## src/design/cdoy_pkg.sv

```systemverilog
`timescale 1ns / 1ps

package cdoy_pkg;

  localparam int YEAR_BITS   = 16;
  localparam int MONTH_BITS  = 4;
  localparam int MDAY_BITS   = 6;
  localparam int YDAY_BITS   = 9;
  localparam int DOUT_BITS   = 5;
  localparam int MONTHS      = 12;

  // year / 25 as (year * RECIP) >> RECIP_SHIFT, exact over the whole year range
  localparam int RECIP_SHIFT = 21;
  localparam int RECIP_BITS  = 17;
  localparam int RECIP       = (1 << RECIP_SHIFT) / 25 + 1;
  localparam int CENT_DIV    = 25;

  typedef enum logic [2:0] {
    ST_OK        = 3'd0,
    ST_BAD_YEAR  = 3'd1,
    ST_BAD_MONTH = 3'd2,
    ST_BAD_MDAY  = 3'd3,
    ST_BAD_YDAY  = 3'd4
  } status_t;

  // common-year month lengths and days before each month, index 0 unused
  localparam logic [DOUT_BITS-1:0] MONTH_DAYS [0:MONTHS] =
    '{5'd0, 5'd31, 5'd28, 5'd31, 5'd30, 5'd31, 5'd30,
      5'd31, 5'd31, 5'd30, 5'd31, 5'd30, 5'd31};

  localparam logic [YDAY_BITS-1:0] DAYS_BEFORE [0:MONTHS] =
    '{9'd0, 9'd0, 9'd31, 9'd59, 9'd90, 9'd120, 9'd151,
      9'd181, 9'd212, 9'd243, 9'd273, 9'd304, 9'd334};

  function automatic logic [DOUT_BITS-1:0] month_len(input logic leap,
                                                      input logic [MONTH_BITS-1:0] m);
    logic [DOUT_BITS-1:0] len;
    if (m > MONTH_BITS'(MONTHS)) len = '0;
    else len = MONTH_DAYS[m];
    if (leap && m == MONTH_BITS'(2)) len = len + DOUT_BITS'(1);
    return len;
  endfunction

  function automatic logic [YDAY_BITS-1:0] days_before(input logic leap,
                                                        input logic [MONTH_BITS-1:0] m);
    logic [YDAY_BITS-1:0] cnt;
    if (m > MONTH_BITS'(MONTHS)) cnt = '0;
    else cnt = DAYS_BEFORE[m];
    if (leap && m > MONTH_BITS'(2) && m <= MONTH_BITS'(MONTHS)) cnt = cnt + YDAY_BITS'(1);
    return cnt;
  endfunction

endpackage

```

## src/design/cdoy_leap.sv

```systemverilog
`timescale 1ns / 1ps

module cdoy_leap (
  input  logic                           clk,
  input  logic [cdoy_pkg::YEAR_BITS-1:0] year,
  output logic                           leap,
  output logic                           year_zero
);
  import cdoy_pkg::*;

  localparam int PROD_BITS = YEAR_BITS + RECIP_BITS;
  localparam int QUOT_BITS = PROD_BITS - RECIP_SHIFT;

  logic [YEAR_BITS-1:0] year_a;
  logic [PROD_BITS-1:0] prod_a;
  logic [QUOT_BITS-1:0] quot;
  logic [YEAR_BITS-1:0] quot_x25;
  logic                 div25;
  logic                 leap_next;

  always_ff @(posedge clk) begin
    year_a <= year;
    prod_a <= PROD_BITS'(year) * PROD_BITS'(RECIP);
  end

  always_comb begin
    quot      = prod_a[PROD_BITS-1:RECIP_SHIFT];
    quot_x25  = YEAR_BITS'(quot) * YEAR_BITS'(CENT_DIV);
    div25     = (quot_x25 == year_a);
    // div by 4 and not 100, or div by 400 (= 16 and 25)
    leap_next = (year_a[1:0] == 2'b00 && !div25) || (year_a[3:0] == 4'b0000 && div25);
  end

  always_ff @(posedge clk) begin
    leap      <= leap_next;
    year_zero <= (year_a == '0);
  end

endmodule

```

## src/design/calendar_day_of_year_convert.sv

```systemverilog
`timescale 1ns / 1ps

// Gregorian date / day-of-year converter.
// A request is taken at a rising edge with start high and busy low. req_type 0
// turns year, month and day_of_month into day_number; req_type 1 turns year and
// year_day into month_out and day_out. is_leap always reports the year's leap
// flag; a bad field gives a nonzero status and zeroed day_number, month_out and
// day_out.
// Each request gives one result, shown for exactly one cycle with done high.
// The result registers load together with done, from the month search and status
// registers. A new request may enter every cycle while busy is low: four register
// stages (input and year*reciprocal product, leap flag, month search and status,
// final add/subtract) carry valid bits with the data. busy is high only during and
// just after reset; the receiver cannot stall results, so the pipeline never holds.
// Reset drops every request in flight.
module calendar_day_of_year_convert (
  input  logic                            clk,
  input  logic                            rst,
  input  logic                            start,
  output logic                            busy,
  input  logic                            req_type,
  input  logic [cdoy_pkg::YEAR_BITS-1:0]  year,
  input  logic [cdoy_pkg::MONTH_BITS-1:0] month,
  input  logic [cdoy_pkg::MDAY_BITS-1:0]  day_of_month,
  input  logic [cdoy_pkg::YDAY_BITS-1:0]  year_day,
  output logic                            done,
  output logic [2:0]                      status,
  output logic [cdoy_pkg::YDAY_BITS-1:0]  day_number,
  output logic [cdoy_pkg::MONTH_BITS-1:0] month_out,
  output logic [cdoy_pkg::DOUT_BITS-1:0]  day_out,
  output logic                            is_leap
);
  import cdoy_pkg::*;

  // stage 1
  logic                  v1, req1;
  logic [MONTH_BITS-1:0] month1;
  logic [MDAY_BITS-1:0]  mday1;
  logic [YDAY_BITS-1:0]  yday1;
  // stage 2
  logic                  v2, req2;
  logic [MONTH_BITS-1:0] month2;
  logic [MDAY_BITS-1:0]  mday2;
  logic [YDAY_BITS-1:0]  yday2;
  logic                  leap2, yzero2;
  // stage 3
  logic                  v3, req3, leap3;
  status_t               status3, status3_next;
  logic [MONTH_BITS-1:0] mon3, mon3_next;
  logic [MDAY_BITS-1:0]  mday3;
  logic [YDAY_BITS-1:0]  yday3;

  logic [MONTHS-2:0]     past_end;
  logic [MONTH_BITS-1:0] found_month;
  logic [YDAY_BITS-1:0]  yday_limit;
  logic [YDAY_BITS-1:0]  before3;
  logic [YDAY_BITS-1:0]  day_number_next;
  logic [MONTH_BITS-1:0] month_out_next;
  logic [DOUT_BITS-1:0]  day_out_next;

  cdoy_leap u_leap (
    .clk       (clk),
    .year      (year),
    .leap      (leap2),
    .year_zero (yzero2)
  );

  always_ff @(posedge clk) begin
    if (rst) begin
      busy <= 1'b1;
      v1   <= 1'b0;
      v2   <= 1'b0;
      v3   <= 1'b0;
      done <= 1'b0;
    end else begin
      busy <= 1'b0;
      v1   <= start && !busy;
      v2   <= v1;
      v3   <= v2;
      done <= v3;
    end
  end

  always_ff @(posedge clk) begin
    req1   <= req_type;
    month1 <= month;
    mday1  <= day_of_month;
    yday1  <= year_day;
    req2   <= req1;
    month2 <= month1;
    mday2  <= mday1;
    yday2  <= yday1;
  end

  // month search: count month ends that the day of year lies beyond
  always_comb begin
    for (int k = 1; k < MONTHS; k++) begin
      past_end[k-1] = yday2 > days_before(leap2, MONTH_BITS'(k + 1));
    end
    found_month = MONTH_BITS'($countones(past_end)) + MONTH_BITS'(1);
    yday_limit  = leap2 ? YDAY_BITS'(366) : YDAY_BITS'(365);

    status3_next = ST_OK;
    mon3_next    = month2;
    if (!req2) begin
      if (yzero2) begin
        status3_next = ST_BAD_YEAR;
      end else if (month2 < MONTH_BITS'(1) || month2 > MONTH_BITS'(MONTHS)) begin
        status3_next = ST_BAD_MONTH;
      end else if (mday2 < MDAY_BITS'(1) ||
                   mday2 > MDAY_BITS'(month_len(leap2, month2))) begin
        status3_next = ST_BAD_MDAY;
      end
    end else begin
      mon3_next = found_month;
      if (yday2 < YDAY_BITS'(1) || yday2 > yday_limit) begin
        status3_next = ST_BAD_YDAY;
      end else if (yzero2) begin
        status3_next = ST_BAD_YEAR;
      end
    end
  end

  always_ff @(posedge clk) begin
    req3    <= req2;
    leap3   <= leap2;
    status3 <= status3_next;
    mon3    <= mon3_next;
    mday3   <= mday2;
    yday3   <= yday2;
  end

  always_comb begin
    before3         = days_before(leap3, mon3);
    day_number_next = '0;
    month_out_next  = '0;
    day_out_next    = '0;
    if (status3 == ST_OK) begin
      if (!req3) begin
        day_number_next = before3 + YDAY_BITS'(mday3);
      end else begin
        month_out_next = mon3;
        day_out_next   = DOUT_BITS'(yday3 - before3);
      end
    end
  end

  always_ff @(posedge clk) begin
    status     <= status3;
    day_number <= day_number_next;
    month_out  <= month_out_next;
    day_out    <= day_out_next;
    is_leap    <= leap3;
  end

`ifndef SYNTHESIS
  a_latency: assert property (@(posedge clk) disable iff (rst)
    (start && !busy) |-> ##4 done)
    else $error("request did not give a result four cycles later");

  a_err_zero: assert property (@(posedge clk) disable iff (rst)
    (done && status != ST_OK) |-> (day_number == '0 && month_out == '0 && day_out == '0))
    else $error("error result carries nonzero values");

  a_status_range: assert property (@(posedge clk) disable iff (rst)
    done |-> (status == ST_OK || status == ST_BAD_YEAR || status == ST_BAD_MONTH ||
              status == ST_BAD_MDAY || status == ST_BAD_YDAY))
    else $error("status code out of range");

  a_date_ok: assert property (@(posedge clk) disable iff (rst)
    (done && status == ST_OK && month_out != '0) |->
      (day_out != '0 && month_out <= MONTH_BITS'(MONTHS) && day_number == '0))
    else $error("day of year conversion gave an impossible date");
`endif

endmodule

```

## config.mk

```make
export PLATFORM = sky130hd
export DESIGN_NAME = calendar_day_of_year_convert
export DESIGN_NICKNAME = d
export VERILOG_FILES = /design/src/design/cdoy_pkg.sv /design/src/design/cdoy_leap.sv /design/src/design/calendar_day_of_year_convert.sv
export SDC_FILE = /design/constraint.sdc
export NUM_CORES = 1
export LEC_CHECK = 0
export BUFFER_PORTS_ARGS = -buffer_cell sky130_fd_sc_hd__buf_2
export CAP_MARGIN = 40
export CORE_MARGIN = 2
export CORE_UTILIZATION = 55
export DETAILED_ROUTE_END_ITERATION = 7
export PLACE_DENSITY = 0.76
export RECOVER_POWER = 50
export SLEW_MARGIN = 20
export SYNTH_ARGS = -nofsm -noshare
export SYNTH_HDL_FRONTEND = slang
export SYNTH_SLANG_ARGS = --single-unit
```

## constraint.sdc

```tcl
create_clock -name clk -period 5.4 [get_ports clk]
set_input_delay 0.54 -clock clk [delete_from_list [all_inputs] [get_ports clk]]
set_output_delay 0.54 -clock clk [all_outputs]
set_load 0.01 [all_outputs]
```

# Yosys cells after proc, flatten, opt, wreduce, memory -nomap -nowiden
# Memory sizes are Yosys's and may differ from the RTL's.
# Index checks and enable logic that the tools add are counted.
# W data, S select, Z words.
[totals]
reg_bits = 138
latchBits = 0
ramBits = 0
mem_bits_ro = 224
out_inout_bits = 24
wordCells = 125
n_memories = 2
[memory_table]
columns = ["memory", "words", "width", "read_ports", "rd_clocked_by_memory_dff", "wr", "line", "rtl"]
rows = [
  ["(no name shown)", 16, 9, 1, 0, 0, "cdoy_pkg.sv:48", "else cnt = DAYS_BEFORE[m];"],
  ["(no name shown)", 16, 5, 1, 0, 0, "cdoy_pkg.sv:39", "else len = MONTH_DAYS[m];"],
]
[classes]
n_addsub = 15
mul = 2
div_mod_pow = 0
order_cmp = 22
eq_ne = 2
n_shift = 0
mux = 33
n_bitwise = 3
n_reduce_logical = 18
[ops]
columns = ["cell", "count"]
rows = [
  ["$mux W5", 10],
  ["$gt A9 B8 Y1", 4],
  ["$gt A9 B9 Y1", 4],
  ["$mux W9", 4],
  ["$mul A16 B17 Y33 const B", 1],
  ["$gt A9 B7 Y1", 2],
  ["$eq A16 B16 Y1", 1],
  ["$logic_not A16 Y1", 1],
  ["$mul A12 B5 Y16 const B", 1],
  ["$mux W3", 5],
  ["$add A1 B1 Y2", 5],
  ["$ge A5 B5 Y1 const B", 2],
  ["$mux W2", 5],
  ["$not A4 Y5", 2],
  ["$add A9 B1 Y9 const B", 1],
  ["$add A9 B6 Y9", 1],
  ["$gt A9 B5 Y1 const B", 1],
  ["$gt A9 B6 Y1", 1],
  ["$lt A9 B1 Y1 const B", 1],
  ["$gt A4 B4 Y1 const B", 2],
  ["$mux W4", 2],
  ["$mux W1", 7],
  ["$add A2 B2 Y3", 2],
  ["$gt A6 B5 Y1", 1],
  ["20 further kinds", 29],
]

# Depth between registers and ports, before layout
[depth]
depth_word = 19
ltp_mapped = 20
ltp_nobuf = 20

# By module
# A second synthesis with hierarchy kept.
[unflattened]
hier_cells = 1085
area_unflattened_um2 = 10754.1
[modules_own_cells]
columns = ["mod", "n_inst", "cells_each", "area_per_inst_um2"]
rows = [
  ["cdoy_leap", 1, 714, 6945.4],
  ["calendar_day_of_year_convert", 1, 371, 3808.7],
]

# Worst setup path before layout
# No wires, ideal clock.
[synth_path]
kind = "input -> register"
startpoint = "input port year[4] (netlist name)"
endpoint = "register u_leap.prod_a[30]"
setup_ns = 0.072
arrival_ns = 5.352
required_time_ns = 5.328
setup_slack_ns = -0.023
cell_stages = 18
cell_sequence = "fa_1 -> inv_1 -> fa_1 -> inv_1 -> fa_1 -> fa_1 -> fa_1 -> inv_1 -> fa_1 -> inv_1 -> ha_1 -> nand3_1 -> nor3_1 -> nand3_1 -> a31o_4 -> o2111ai_2 -> a31o_1 -> xor2_1"
[synth_between]
elab_chain_len = 1
[synth_lines]
columns = ["item", "line", "rtl"]
rows = [
  ["start, declared", "calendar_day_of_year_convert.sv:22", "input logic [cdoy_pkg::YEAR_BITS-1:0] year,"],
  ["$mul A16 B17 Y33", "cdoy_leap.sv:23", "prod_a <= PROD_BITS'(year) * PROD_BITS'(RECIP);"],
  ["end signal, assigned", "cdoy_leap.sv:23", ""],
  ["end, declared", "cdoy_leap.sv:15", "logic [PROD_BITS-1:0] prod_a;"],
]
# No other way between the ends.
# A chain may end at the register's enable or synchronous reset.

# Worst setup path in the final report
[layout_path]
startpoint = "input port year[2] (netlist name)"
endpoint = "register u_leap.prod_a[31]"
# The elaborated chain is that of the path after synthesis.

==> metrics.yaml <==
final_common_cell: "inv_1"
clk_pin_slew_ns: 0.06
synth_nets: 1427
cp-start-kind: "input pin"
synth_xor_area_share_pct: 4.53
path_common_cell: "fa_1"
ant_nets: 0
post-place-ws_ns: -0.359
cts-root-buf: "clkbuf_16"
cts_hold_buf: 0
status: "finished, final reports clean"
fmax_mhz: 190
diodes: 0
path_class: "input pin to register"
fin_crit_sh_pct: 97.6
endpoint_kind: "register"
dr.first_iter.drc_count: 260
synth_top_family_by_area: "adder cells"
final_cell_mix: "inv_1 (233), ha_1 (200), dfxtp_1 (117)"
ys_seq_elements: 117
dr.pass1.iters: 4
grt_pass1_wl_um: 36800
gr-total-overflow: 0
htreeDepth: 4
setup_viol: 0
maxCapViolCount: 0
ys.flop_type: "dfxtp_1"
drc: 0
die_area_um2: 20400
synthDistinctLibCells: 68
final_cells: 1485
path_max_fanout: 5
fill_cells: 1438
async_flop_share_pct: 0
place.gp.congestion: 0.939
synth_mux_area_share_pct: 0.637
hold_viol_final: 0
slowest_delay_ns: 0.60
final_util_pct: 66.7
grt_max_degree: 18
synth_area_per_cell_um2: 9.94
die_x_um: 143
num_rows: 50
netlist_instances: 1066
required_ns: 5.71
relSlewSlack_pct: 53.9
floorplan.core_area_um2: 18800
fin_nets: 1573
slew_violations: 0
fp.dieH_um: 143
grt_pass1_vias: 7966
viasPerCell: 5.19
synth_enable_flop_cells: 0
antenna_found_initial: 0
synth_area_um2: 10600
area_growth_pct: 18.5
crit_family: "adder cells"
cpMaxStageDelayCell: "fa_2"
synthAdderAreaFrac_pct: 45.9
start_util_pct: 56.3
finClkSkew_ns: 0.00683
path_cells: "buf_2, fa_2, inv_2, fa_2, fa_1, fa_1, inv_2, fa_1, inv_1, fa_1, inv_2, ha_4, nand2_4, o41ai_4, a31oi_2, a31o_4, buf_6, a211oi_4, o21ai_2, xnor2_1"
crit_buf_inv: 6
post_drt_wl_per_cell_um: 15.3
synth-simple-area-share_pct: 7.60
io_pins: 63
via_count: 7712
synth_compound_area_share_pct: 10.1
cp.arrival_ns: 5.58
cts_sinks: 117
min_period_ns: 5.27
cts_tree: "built"
drt-total-wl_um: 22700
tns_ns: 0
clk_latency_ns: 0.41
cts_buffer_depth: 2
ys_warn_count: 0
finalWorstSetupSlack_ns: 0.132
numPortBuffers: 62
cts_made_buffers: 17
drive_gt1_share_pct: 18.1
tightest_slew_ns: 0.691
placedCellCount: 1447
grt_use_total_pct: 23.0
hold_class: "input pin to register"
ys_seq_area_share_pct: 22.1
place_hpwl_um: 18300
[through the flow]
stage / instance area (um^2) / hold WS, ns
final: 12600 / 0.222
after global routing: 12600 / 0.211
after CTS: 12300 / 0.206
after detailed placement: 11700 / 0.312
after global placement: 11700 / 0.311
after floorplan: 10600 / 0.310
[registers in the layout (all words and copies together), names as in the netlist, 3 cells and up]
register       flops
day_number         9
day_out            5
mday1              6
mday2              6
mday3              6
mon3               4
month1             4
month2             4
month_out          4
status             3
status3            3
u_leap.prod_a     12
u_leap.year_a     16
yday1              9
yday2              9
yday3              5
[what timing repair did]
item	in CTS	in global routing
resized for setup	0	46
endpoints found under the setup margin	0	9
setup buffers	0	6
[cells by family (layout without fill, tap and decap cells)]
group / after synthesis / count (layout)
AO/OA/AOI/OAI: 158 / 158
XOR/XNOR: 54 / 54
adder cells (fa/ha/maj): 322 / 322
buffers and inverters: 254 / 413
flip-flops: 117 / 117
multiplexers: 6 / 6
AND/OR/NAND/NOR: 155 / 155
[final timing paths]
kind	startpoint	endpoint	slack, ns	cells past startpoint
min reg2reg	yday1[2]	yday2[2]	0.33	0
min	day_of_month[4]	mday1[4]	0.22	1
max	year[2]	u_leap.prod_a[31]	0.13	20
max reg2reg	u_leap.leap	mon3[2]	0.47	16
[final cells by class]
class / count / area, um^2 / area share (%)
clock buffers: 17 / 425 / 3.39
clock inverters: 15 / 155 / 1.24
inverters: 243 / 912 / 7.26
multi-input cells: 695 / 7510 / 59.8
flip-flops and latches: 117 / 2340 / 18.7
well taps: 260 / 325 / 2.59
repair buffers: 138 / 886 / 7.05
[routing by layer]
metal  vias up  GRT usage, %  wire length [um]
li1       3774             -                 -
met1      3721          27.2              9530
met2       168          41.8             11800
met3        49          3.12               710
met4         0          9.48               739
met5         -             0                 0
[worst register-to-register path, delay by kind of cell, from the launching register on]
| family | cells | cell delay, ns |
|---|---|---|
| DFF | 1 | 0.31 |
| xor gates and xnor gates | 1 | 0.16 |
| buffers and inverters | 3 | 0.29 |
| muxes | 1 | 0.27 |
| and+or+nand+nor | 1 | 0.15 |
| AOI/OAI and AO/OA | 3 | 0.73 |
| adders and majority gates | 7 | 2.90 |
[Yosys cell counts (8+ instances only)]
cell type    n  area (um^2)
xor2_1      17          149
dfxtp_1    117         2340
nor2b_1     17          106
a31oi_1      9         56.3
nor4_1       9         56.3
inv_1      242          908
clkbuf_1     8         30.0
ha_1       210         2630
nor3_1      10         50.1
nor2_1      37          139
a21oi_1     47          235
xnor2_1     36          315
nand2_1     31          116
fa_1       112         2240
nand3_1      8         40.0
nand4_1     10         62.6
o21ai_0     24          120
a21o_1      19          143
Power is not shown: default switching activity piles up to over one toggle a cycle in this logic, so the estimate is an artifact.
